<file path="src/design/pls_pkg.sv">
package pls_pkg;

   // default geometry
   localparam int PLS_FRAC_BITS = 2;
   localparam int PLS_POS_WIDTH = 13;

   // command and target widths
   localparam int OPCODE_W = 3;
   localparam int TARGET_W = 16;
   localparam int PEN_W    = 9;

   // control and status registers
   localparam int CSR_INDEX_W = 1;
   localparam int CSR_DATA_W  = 12;
   localparam int REACH_W     = 12;
   localparam int LIFT_W      = 8;

   localparam logic [CSR_INDEX_W-1:0] CSR_REACH_LIMIT    = 1'b0;
   localparam logic [CSR_INDEX_W-1:0] CSR_PEN_LIFT_STEPS = 1'b1;

   localparam logic [REACH_W-1:0] REACH_LIMIT_RESET    = 12'd1500;
   localparam logic [LIFT_W-1:0]  PEN_LIFT_STEPS_RESET = 8'd16;

   typedef enum logic [OPCODE_W-1:0] {
      OP_MOVE       = 3'd0,
      OP_TICK       = 3'd1,
      OP_PEN_UP     = 3'd2,
      OP_PEN_DOWN   = 3'd3,
      OP_NUDGE_UP   = 3'd4,
      OP_NUDGE_DOWN = 3'd5
   } opcode_type;

   typedef enum logic {
      KIND_STEP = 1'b0,
      KIND_PEN  = 1'b1
   } kind_type;

endpackage

</file>
<file path="src/design/pls_if.sv">
interface pls_req_if
   import pls_pkg::*;
   ();
   logic                       valid;
   logic                       ready;
   logic [OPCODE_W-1:0]        opcode;
   logic signed [TARGET_W-1:0] target_x;
   logic signed [TARGET_W-1:0] target_y;

   modport source (output valid, opcode, target_x, target_y, input ready);
   modport sink (input valid, opcode, target_x, target_y, output ready);
endinterface

interface pls_rsp_if
   import pls_pkg::*;
   #(parameter int POS_WIDTH = PLS_POS_WIDTH)
   ();
   logic                    valid;
   logic                    ready;
   logic                    kind;
   logic [POS_WIDTH-1:0]    pos_x;
   logic [POS_WIDTH-1:0]    pos_y;
   logic signed [PEN_W-1:0] pen_delta;
   logic                    last;

   modport source (output valid, kind, pos_x, pos_y, pen_delta, last, input ready);
   modport sink (input valid, kind, pos_x, pos_y, pen_delta, last, output ready);
endinterface

</file>
<file path="src/design/plotter_line_stepper.sv">
// plotter line stepper: two-axis carriage and pen command engine
// req_chan takes commands (move to, tick, pen up/down, pen nudge); rsp_chan gives
// carriage steps and pen motor moves, at most one per command, in command order
// a move clamps and scales its target into the goal and gives no transaction; each
// later tick gives one quarter step on x or y until the goal, the final one marked last
// csr_we/csr_index/csr_wdata write reach_limit and pen_lift_steps; the user must do so
// only while idle, as the block does not enforce it
// throughput: one command per cycle, unless stalled; the target scaling sits ahead of the
// input register and the tick's error update between it and the output register
// stall: the output register holds its transaction while rsp ready is low; the input
// register still takes one more command, then req ready drops until the output drains
// reset (synchronous, active high): carriage at origin, pen up, no line running,
// registers back to reach_limit 1500 and pen_lift_steps 16
module plotter_line_stepper
   import pls_pkg::*;
   #(
      parameter int FRAC_BITS = PLS_FRAC_BITS,
      parameter int POS_WIDTH = PLS_POS_WIDTH
   )
   (
      input  logic                   clock,
      input  logic                   reset,
      pls_req_if.sink                req_chan,
      pls_rsp_if.source              rsp_chan,
      input  logic                   csr_we,
      input  logic [CSR_INDEX_W-1:0] csr_index,
      input  logic [CSR_DATA_W-1:0]  csr_wdata
   );

   // scaling: q = (t * (8 << frac) + 3) / 6 = (t * (4 << frac) + 1) / 3
   localparam int NW    = REACH_W + FRAC_BITS + 2;       // width of scaled numerator
   localparam int SH    = NW + 1;                        // reciprocal shift
   localparam longint RECIP = ((longint'(1) << SH) + 2) / 3;
   localparam int PW    = 2 * NW + 1;                    // product width
   localparam int CW    = NW + POS_WIDTH;                // saturation compare width
   localparam int DW    = POS_WIDTH + 1;                 // signed delta width
   localparam int EW    = 2 * POS_WIDTH + 4;             // line error width
   localparam int CPW   = POS_WIDTH + 2;                 // candidate width, room past both ends

   localparam logic [POS_WIDTH-1:0] POS_MAX = '1;

   function automatic logic [POS_WIDTH-1:0] scale_target(
      input logic signed [TARGET_W-1:0] raw,
      input logic [REACH_W-1:0]         lim
   );
      logic [REACH_W-1:0] t;
      logic [NW-1:0]      n;
      logic [PW-1:0]      prod;
      logic [NW-1:0]      q;
      if (raw < 0)
         t = '0;
      else if (raw > $signed({{(TARGET_W-REACH_W){1'b0}}, lim}))
         t = lim;
      else
         t = raw[REACH_W-1:0];
      n    = {t, {(FRAC_BITS+2){1'b0}}} | NW'(1);
      prod = PW'(n) * PW'(RECIP);
      q    = prod[SH +: NW];
      if (CW'(q) > CW'(POS_MAX))
         return POS_MAX;
      else
         return POS_WIDTH'(q);
   endfunction

   // configuration
   logic [REACH_W-1:0] reach_limit_ff;
   logic [LIFT_W-1:0]  pen_lift_steps_ff;

   // input register: command with its goal already scaled
   logic                 in_valid_ff, in_valid_in;
   logic [OPCODE_W-1:0]  in_op_ff;
   logic [POS_WIDTH-1:0] in_goal_x_ff, in_goal_y_ff;

   // line state
   logic [POS_WIDTH-1:0] cur_x_ff, cur_x_in, cur_y_ff, cur_y_in;
   logic [POS_WIDTH-1:0] goal_x_ff, goal_x_in, goal_y_ff, goal_y_in;
   logic signed [DW-1:0] delta_x_ff, delta_x_in, delta_y_ff, delta_y_in;
   logic                 step_sign_x_ff, step_sign_x_in, step_sign_y_ff, step_sign_y_in;
   logic signed [EW-1:0] line_error_ff, line_error_in;
   logic                 busy_ff, busy_in;
   logic                 pen_is_down_ff, pen_is_down_in;

   // output register
   logic                    rsp_valid_ff, rsp_valid_in;
   kind_type                rsp_kind_ff, rsp_kind_in;
   logic [POS_WIDTH-1:0]    rsp_pos_x_ff, rsp_pos_y_ff;
   logic signed [PEN_W-1:0] rsp_pen_ff, rsp_pen_in;
   logic                    rsp_last_ff, rsp_last_in;
   logic                    rsp_load;

   // datapath
   logic                  advance;
   logic signed [DW-1:0]  new_dx, new_dy;
   logic signed [EW:0]    e1, e2, mag1, mag2;
   logic                  take_x;
   logic signed [CPW-1:0] px, py, gx, gy;
   logic                  over;

   // the command in the input register moves on when the output slot is free or freeing
   assign advance        = in_valid_ff && (!rsp_valid_ff || rsp_chan.ready);
   assign req_chan.ready = !in_valid_ff || advance;
   assign in_valid_in    = req_chan.valid ? 1'b1 : (in_valid_ff && !advance);

   assign rsp_chan.valid     = rsp_valid_ff;
   assign rsp_chan.kind      = rsp_kind_ff;
   assign rsp_chan.pos_x     = rsp_pos_x_ff;
   assign rsp_chan.pos_y     = rsp_pos_y_ff;
   assign rsp_chan.pen_delta = rsp_pen_ff;
   assign rsp_chan.last      = rsp_last_ff;

   // move: delta from the present position to the new goal
   assign new_dx = $signed({1'b0, in_goal_x_ff}) - $signed({1'b0, cur_x_ff});
   assign new_dy = $signed({1'b0, in_goal_y_ff}) - $signed({1'b0, cur_y_ff});

   // tick: cross-product error of both candidate points, smaller one wins, tie to y
   assign e1 = EW'(line_error_ff) + (step_sign_x_ff ? -(EW+1)'(delta_y_ff)
                                                     : (EW+1)'(delta_y_ff));
   assign e2 = EW'(line_error_ff) - (step_sign_y_ff ? -(EW+1)'(delta_x_ff)
                                                     : (EW+1)'(delta_x_ff));
   assign mag1   = (e1 < 0) ? -e1 : e1;
   assign mag2   = (e2 < 0) ? -e2 : e2;
   assign take_x = mag1 < mag2;

   // candidates carry two spare bits so a step past either end of the range stays ordered
   assign gx = $signed({2'b00, goal_x_ff});
   assign gy = $signed({2'b00, goal_y_ff});
   assign px = $signed({2'b00, cur_x_ff})
               + (take_x ? (step_sign_x_ff ? -CPW'(1) : CPW'(1)) : CPW'(0));
   assign py = $signed({2'b00, cur_y_ff})
               + (take_x ? CPW'(0) : (step_sign_y_ff ? -CPW'(1) : CPW'(1)));
   // candidate past the goal on either axis
   assign over = (step_sign_x_ff ? (px < gx) : (px > gx))
              || (step_sign_y_ff ? (py < gy) : (py > gy));

   always_comb begin
      cur_x_in       = cur_x_ff;
      cur_y_in       = cur_y_ff;
      goal_x_in      = goal_x_ff;
      goal_y_in      = goal_y_ff;
      delta_x_in     = delta_x_ff;
      delta_y_in     = delta_y_ff;
      step_sign_x_in = step_sign_x_ff;
      step_sign_y_in = step_sign_y_ff;
      line_error_in  = line_error_ff;
      busy_in        = busy_ff;
      pen_is_down_in = pen_is_down_ff;
      rsp_load       = 1'b0;
      rsp_kind_in    = KIND_STEP;
      rsp_pen_in     = '0;
      rsp_last_in    = 1'b0;
      if (advance) begin
         case (in_op_ff)
            OP_MOVE: begin
               goal_x_in      = in_goal_x_ff;
               goal_y_in      = in_goal_y_ff;
               delta_x_in     = new_dx;
               delta_y_in     = new_dy;
               step_sign_x_in = !(cur_x_ff < in_goal_x_ff);
               step_sign_y_in = !(cur_y_ff < in_goal_y_ff);
               line_error_in  = '0;
               busy_in        = (new_dx != 0) || (new_dy != 0);
            end
            OP_TICK: begin
               if (busy_ff) begin
                  rsp_load = 1'b1;
                  if (over) begin
                     // final exact move onto the goal
                     cur_x_in    = goal_x_ff;
                     cur_y_in    = goal_y_ff;
                     busy_in     = 1'b0;
                     rsp_last_in = 1'b1;
                  end else begin
                     cur_x_in      = px[POS_WIDTH-1:0];
                     cur_y_in      = py[POS_WIDTH-1:0];
                     line_error_in = take_x ? e1[EW-1:0] : e2[EW-1:0];
                  end
               end
            end
            OP_PEN_UP: begin
               if (pen_is_down_ff) begin
                  pen_is_down_in = 1'b0;
                  rsp_load       = 1'b1;
                  rsp_kind_in    = KIND_PEN;
                  rsp_pen_in     = PEN_W'(0) - $signed({1'b0, pen_lift_steps_ff});
               end
            end
            OP_PEN_DOWN: begin
               if (!pen_is_down_ff) begin
                  pen_is_down_in = 1'b1;
                  rsp_load       = 1'b1;
                  rsp_kind_in    = KIND_PEN;
                  rsp_pen_in     = $signed({1'b0, pen_lift_steps_ff});
               end
            end
            OP_NUDGE_UP: begin
               rsp_load    = 1'b1;
               rsp_kind_in = KIND_PEN;
               rsp_pen_in  = PEN_W'(1);
            end
            OP_NUDGE_DOWN: begin
               rsp_load    = 1'b1;
               rsp_kind_in = KIND_PEN;
               rsp_pen_in  = -PEN_W'(1);
            end
            default: begin
               rsp_load = 1'b0;
            end
         endcase
      end
      rsp_valid_in = rsp_load ? 1'b1 : (rsp_valid_ff && !rsp_chan.ready);
   end

   always_ff @(posedge clock) begin
      if (reset) begin
         reach_limit_ff    <= REACH_LIMIT_RESET;
         pen_lift_steps_ff <= PEN_LIFT_STEPS_RESET;
         in_valid_ff       <= 1'b0;
         cur_x_ff          <= '0;
         cur_y_ff          <= '0;
         goal_x_ff         <= '0;
         goal_y_ff         <= '0;
         delta_x_ff        <= '0;
         delta_y_ff        <= '0;
         step_sign_x_ff    <= 1'b0;
         step_sign_y_ff    <= 1'b0;
         line_error_ff     <= '0;
         busy_ff           <= 1'b0;
         pen_is_down_ff    <= 1'b0;
         rsp_valid_ff      <= 1'b0;
      end else begin
         if (csr_we) begin
            case (csr_index)
               CSR_REACH_LIMIT:    reach_limit_ff    <= csr_wdata[REACH_W-1:0];
               CSR_PEN_LIFT_STEPS: pen_lift_steps_ff <= csr_wdata[LIFT_W-1:0];
               default:            reach_limit_ff    <= reach_limit_ff;
            endcase
         end
         in_valid_ff    <= in_valid_in;
         cur_x_ff       <= cur_x_in;
         cur_y_ff       <= cur_y_in;
         goal_x_ff      <= goal_x_in;
         goal_y_ff      <= goal_y_in;
         delta_x_ff     <= delta_x_in;
         delta_y_ff     <= delta_y_in;
         step_sign_x_ff <= step_sign_x_in;
         step_sign_y_ff <= step_sign_y_in;
         line_error_ff  <= line_error_in;
         busy_ff        <= busy_in;
         pen_is_down_ff <= pen_is_down_in;
         rsp_valid_ff   <= rsp_valid_in;
      end
   end

   // payload registers, no reset
   always_ff @(posedge clock) begin
      if (req_chan.valid && req_chan.ready) begin
         in_op_ff     <= req_chan.opcode;
         in_goal_x_ff <= scale_target(req_chan.target_x, reach_limit_ff);
         in_goal_y_ff <= scale_target(req_chan.target_y, reach_limit_ff);
      end
      if (rsp_load) begin
         rsp_kind_ff  <= rsp_kind_in;
         rsp_pos_x_ff <= cur_x_in;
         rsp_pos_y_ff <= cur_y_in;
         rsp_pen_ff   <= rsp_pen_in;
         rsp_last_ff  <= rsp_last_in;
      end
   end

endmodule
</file>
<file path="src/flat_wrapper.sv">
// flat-port wrapper written by rule: the top's interface ports become plain ports
module plotter_line_stepper_flat import pls_pkg::*;
#(
      parameter int FRAC_BITS = PLS_FRAC_BITS,
      parameter int POS_WIDTH = PLS_POS_WIDTH
   )
  (clock, reset, csr_we, csr_index, csr_wdata, req_chan_valid, req_chan_opcode, req_chan_target_x, req_chan_target_y, req_chan_ready, rsp_chan_valid, rsp_chan_kind, rsp_chan_pos_x, rsp_chan_pos_y, rsp_chan_pen_delta, rsp_chan_last, rsp_chan_ready);
  pls_req_if req_chan_i ();
  pls_rsp_if #(.POS_WIDTH(POS_WIDTH)) rsp_chan_i ();
  input  logic clock;
  input  logic reset;
  input  logic csr_we;
  input  logic [CSR_INDEX_W-1:0] csr_index;
  input  logic [CSR_DATA_W-1:0] csr_wdata;
  input wire logic [$bits(req_chan_i.valid)-1:0] req_chan_valid;
  input wire logic [$bits(req_chan_i.opcode)-1:0] req_chan_opcode;
  input wire logic [$bits(req_chan_i.target_x)-1:0] req_chan_target_x;
  input wire logic [$bits(req_chan_i.target_y)-1:0] req_chan_target_y;
  output wire logic [$bits(req_chan_i.ready)-1:0] req_chan_ready;
  output wire logic [$bits(rsp_chan_i.valid)-1:0] rsp_chan_valid;
  output wire logic [$bits(rsp_chan_i.kind)-1:0] rsp_chan_kind;
  output wire logic [$bits(rsp_chan_i.pos_x)-1:0] rsp_chan_pos_x;
  output wire logic [$bits(rsp_chan_i.pos_y)-1:0] rsp_chan_pos_y;
  output wire logic [$bits(rsp_chan_i.pen_delta)-1:0] rsp_chan_pen_delta;
  output wire logic [$bits(rsp_chan_i.last)-1:0] rsp_chan_last;
  input wire logic [$bits(rsp_chan_i.ready)-1:0] rsp_chan_ready;
  assign req_chan_i.valid = req_chan_valid;
  assign req_chan_i.opcode = req_chan_opcode;
  assign req_chan_i.target_x = req_chan_target_x;
  assign req_chan_i.target_y = req_chan_target_y;
  assign req_chan_ready = req_chan_i.ready;
  assign rsp_chan_valid = rsp_chan_i.valid;
  assign rsp_chan_kind = rsp_chan_i.kind;
  assign rsp_chan_pos_x = rsp_chan_i.pos_x;
  assign rsp_chan_pos_y = rsp_chan_i.pos_y;
  assign rsp_chan_pen_delta = rsp_chan_i.pen_delta;
  assign rsp_chan_last = rsp_chan_i.last;
  assign rsp_chan_i.ready = rsp_chan_ready;
  plotter_line_stepper #(.FRAC_BITS(FRAC_BITS), .POS_WIDTH(POS_WIDTH)) u_core (.clock(clock), .reset(reset), .req_chan(req_chan_i), .rsp_chan(rsp_chan_i), .csr_we(csr_we), .csr_index(csr_index), .csr_wdata(csr_wdata));
endmodule
</file>
<file path="config.mk">
export PLATFORM = sky130hd
export DESIGN_NAME = plotter_line_stepper_flat
export DESIGN_NICKNAME = d
export VERILOG_FILES = /design/src/design/pls_pkg.sv /design/src/design/pls_if.sv /design/src/design/plotter_line_stepper.sv /design/src/flat_wrapper.sv
export SDC_FILE = /design/constraint.sdc
export NUM_CORES = 1
export LEC_CHECK = 0
export ABC_AREA = 1
export BUFFER_PORTS_ARGS = -buffer_cell sky130_fd_sc_hd__buf_2
export CAP_MARGIN = 20
export CORE_MARGIN = 1.5
export CORE_UTILIZATION = 60
export CTS_BUF_LIST = sky130_fd_sc_hd__clkbuf_2
export DETAILED_ROUTE_END_ITERATION = 6
export PLACE_DENSITY = 0.81
export SKIP_CTS_REPAIR_TIMING = 1
export SYNTH_ARGS = -nofsm -noshare
export SYNTH_HDL_FRONTEND = slang
export SYNTH_SLANG_ARGS = --single-unit
</file>
<file path="constraint.sdc">
create_clock -name clock -period 9.2 [get_ports clock]
set_clock_uncertainty 0.05 [all_clocks]
set_input_delay 0.46 -clock clock [delete_from_list [all_inputs] [get_ports clock]]
set_output_delay 0.46 -clock clock [all_outputs]
set_load 0.03 [all_outputs]
</file>
==> flow_summary_export.csv <==
group,metric,value,unit
sta,fmax,0.105,GHz
global_route,antenna_found_initial,3,
worst_setup_path,cp_slowest_stage_delay,0.37,ns
worst_setup_path,critPathRequiredTime,10.12,ns
synth,syn-instance-count,3495,
sta,rsz0062_at_grt,"yes",
synth,synthAdderAreaFrac,29.6,%
floorplanning,fp.dieArea,43700,sq um
placed_design,port-buffer-count,91,
detailed_routing,dr.pass1.iters,7,
worst_setup_path,crit_slowest_cell,"dfxtp_4",
pwr,cellPowerDensity,205,nW/um^2
clock_network,clkLatencyLatePin,1.08,ns
layout,areaGrowthSynthToFinish,25.1,%
detailed_routing,post-route-drc-count,1,
synth,ys_types,63,
sta,fin_ws,-0.279,ns
synth,yosysWarnings,0,
synth,ys.flop_type,"dfxtp_1",
global_route,grt_overflow,0,
outcome,violations,"DRC, hold timing, setup timing",
sta,final.setup.tns,-11.27,ns
layout,multi_input_area,20300,sq um
outcome,outcome,"complete, but fails checks",
floorplanning,die_w,209,um
clock_network,clk_path_buf_depth,3,
flow_run,cap_violations,0,
clock_network,h-tree-depth,2,
synth,synth_top_family_by_area,"adder cells",
layout,drive_above_1_share,23.4,%
worst_setup_path,crit_type,"reg2reg",
sta,fin_crit,9.48,ns
clock_network,cts.clk_slew.worst_paths,0.11,ns
detailed_routing,drtIter0Drc,2550,
clock_network,cts-root-buf,"clkbuf_2",
synth,synth_top_cell_by_area,"ha_1",
global_route,grt_pass1_vias,23481,
worst_setup_path,crit_path_frequent_cell,"nand2_1",
layout,fin_nets,4474,
global_route,grt_max_degree,68,
worst_setup_path,cp-end-kind,"register",
detailed_routing,avgViaCountPerCell,5.89,
layout,fillers,2877,
detailed_routing,vias,26405,
floorplanning,io_pins,92,
detailed_routing,wl_per_cell,18.6,um
synth,yosysSeqAreaShare,18.5,%
worst_setup_path,cp_max_fo,6,
synth,synthTopCellsByArea,"ha_1 (20%), dfxtp_1 (11%), fa_1 (9.7%), inv_1 (8.9%), nand2_1 (8.6%)",
floorplanning,coreArea,41900,sq um
floorplanning,start_util,60.7,%
pwr,vdd_drop_max,218,uV
worst_setup_path,cp_data_arrival_time,10.40,ns
worst_setup_path,startpoint_type,"register",
global_route,grt_first_pass_wirelength,116,mm
placed_design,placedCellCount,4258,
synth,netlist.area_leader.share,19.8,%
synth,synth_edf_count,66,
sta,relSlewSlack,6.14,%
placed_design,gp_congestion,1.04,
sta,setup_violations,82,
sta,fin_crit_sh,103,%
global_route,track_usage,33.0,%
floorplanning,die_h,209,um
placed_design,hpwl,58.2,mm
synth,avgSynthCellArea,7.28,sq um
pwr,leakagePower,16.5,nW
sta,tightest_slew,1.41,ns
synth,synth_xor_area_share,6.88,%
synth,synth.cell_area,25500,sq um
synth,ys_seq_elements,202,
clock_network,cts_tree,"done",
synth,yosys.area_share.simple,21.3,%
sta,whs,-0.0382,ns
layout,seqCellArea,4710,sq um
min_path,hp-class,"in2reg",
layout,final_cells,4484,
clock_network,clock_sinks,202,
sta,slew_viol_final,0,
layout,layout_commonest_cell,"inv_1",
sta,finalHoldViolations,1,
layout,mostFrequentLayoutCells,"inv_1 (580), nand2_1 (487), ha_1 (372)",
synth,synth.mux.area_fraction,0.0393,%
detailed_routing,finalWirelength,83.5,mm
clock_network,cts_buffers,56,
synth,synth_compound_area_share,13.2,%
synth,synthArstFlopShare,0,%
detailed_routing,postRouteAntennaNets,0,
floorplanning,row_count,75,
synth,syn-num-nets,4075,
==> flip-flops by register name, indices dropped and copies added (netlist names), 8 cells and up <==
signal and count:
u_core.line_error_ff 30, u_core.delta_x_ff 14, u_core.delta_y_ff 14, u_core.cur_x_ff 13, u_core.cur_y_ff 13, u_core.goal_x_ff 13
u_core.goal_y_ff 13, u_core.in_goal_x_ff 13, u_core.in_goal_y_ff 13, u_core.rsp_chan.pos_x 13, u_core.rsp_chan.pos_y 13, u_core.reach_limit_ff 12
u_core.rsp_chan.pen_delta 9, u_core.pen_lift_steps_ff 8
==> per-layer routing <==
layer  wire length [um]  track usage (%)  up-vias
met5                  0                0        -
met3               7400             4.54      414
met4               5630             14.3        0
met1              32300             43.1    12160
met2              38200             54.7     1520
li1                   -                -    12311
==> path summary, 6_finish.rpt <==
path | cells after the start | slack [ns] | startpoint | to
setup reg to reg | 70 | -0.28 | u_core.delta_y_ff[1] | u_core.line_error_ff[20]
hold reg to reg | 2 | 0.44 | u_core.goal_y_ff[7] | u_core.goal_y_ff[7]
hold / removal | 3 | -0.04 | csr_index | u_core.pen_lift_steps_ff[1]
setup / recovery | 70 | -0.28 | u_core.delta_y_ff[1] | u_core.line_error_ff[20]
==> metrics by stage <==
step | util [%] | hold slack (ns) | cell area (sq um) | power [mW] | worst slack, ns
global route | 75.9 | 0.0195 | 31800 | 7.09 | -0.690
detailed placement | 66.3 | 0.420 | 27800 | 5.10 | -0.229
finish | 75.9 | -0.0382 | 31800 | 6.53 | -0.279
floorplan | - | 0.394 | 25500 | 4.10 | 0.349
CTS | 67.7 | -0.464 | 28400 | 5.86 | -0.312
global placement | 66.3 | 0.413 | 27800 | 5.01 | -0.0818
==> final cells by class <==
| class | instances | area share, % |
|---|---|---|
| antenna | 3 | 0.0236 |
| tap | 539 | 2.12 |
| timing repair inverter | 3 | 0.0629 |
| clock buffer | 78 | 1.23 |
| sequential | 202 | 14.8 |
| multi-input combinational | 2607 | 63.7 |
| clock inverter | 28 | 0.558 |
| inverter | 608 | 7.23 |
| timing repair buffer | 416 | 10.3 |
==> Yosys cell counts (3+ instances only) <==
| library cell | count |
|---|---|
| nor2_1 | 334 |
| a21o_1 | 23 |
| nand3_2 | 4 |
| a31oi_1 | 9 |
| xor2_1 | 155 |
| nand2_2 | 11 |
| o21bai_1 | 11 |
| dfxtp_1 | 136 |
| o41ai_1 | 10 |
| fa_1 | 124 |
| inv_2 | 3 |
| nand3b_1 | 6 |
| a21boi_1 | 3 |
| buf_4 | 6 |
| o21ai_0 | 181 |
| o21a_1 | 4 |
| o21ai_1 | 31 |
| nand4_1 | 35 |
| o221ai_1 | 4 |
| xnor2_1 | 45 |
| edfxtp_1 | 66 |
| buf_1 | 9 |
| nand3_1 | 191 |
| a221oi_1 | 4 |
| nor3_1 | 51 |
| o211ai_1 | 25 |
| nand2_4 | 4 |
| nand2_1 | 582 |
| inv_1 | 603 |
| nor3b_1 | 5 |
| a211oi_1 | 5 |
| nor4_1 | 24 |
| clkbuf_1 | 53 |
| or2_2 | 5 |
| nor2_2 | 5 |
| buf_6 | 10 |
| a21oi_1 | 283 |
| buf_2 | 4 |
| ha_1 | 403 |
==> critical path, delay by kind of cell (launching register included) <==
kind / cells / cell delay (ns)
buffers and inverters: 11 / 1.23
DFF: 1 / 0.37
xor gates and xnor gates: 3 / 0.59
AOI/OAI and AO/OA: 11 / 1.99
adders and majority gates: 5 / 1.10
and+or+nand+nor: 40 / 3.99
==> kinds of logic after synthesis <==
family | count (synthesis)
adder cells (fa/ha/maj) | 527
AO/OA/AOI/OAI | 607
multiplexers | 1
flip-flops | 202
XOR/XNOR | 200
buffers and inverters | 690
AND/OR/NAND/NOR | 1268
==> power by group <==
| part | switching, mW | total [mW] | internal (mW) | leakage (nW) |
|---|---|---|---|---|
| Clock | 0.443 | 0.738 | 0.295 | 0.417 |
| Combinational | 2.77 | 4.64 | 1.87 | 14.4 |
| Sequential | 0.0749 | 1.15 | 1.08 | 1.76 |
Note: power is estimated with default switching activity, not from simulation.
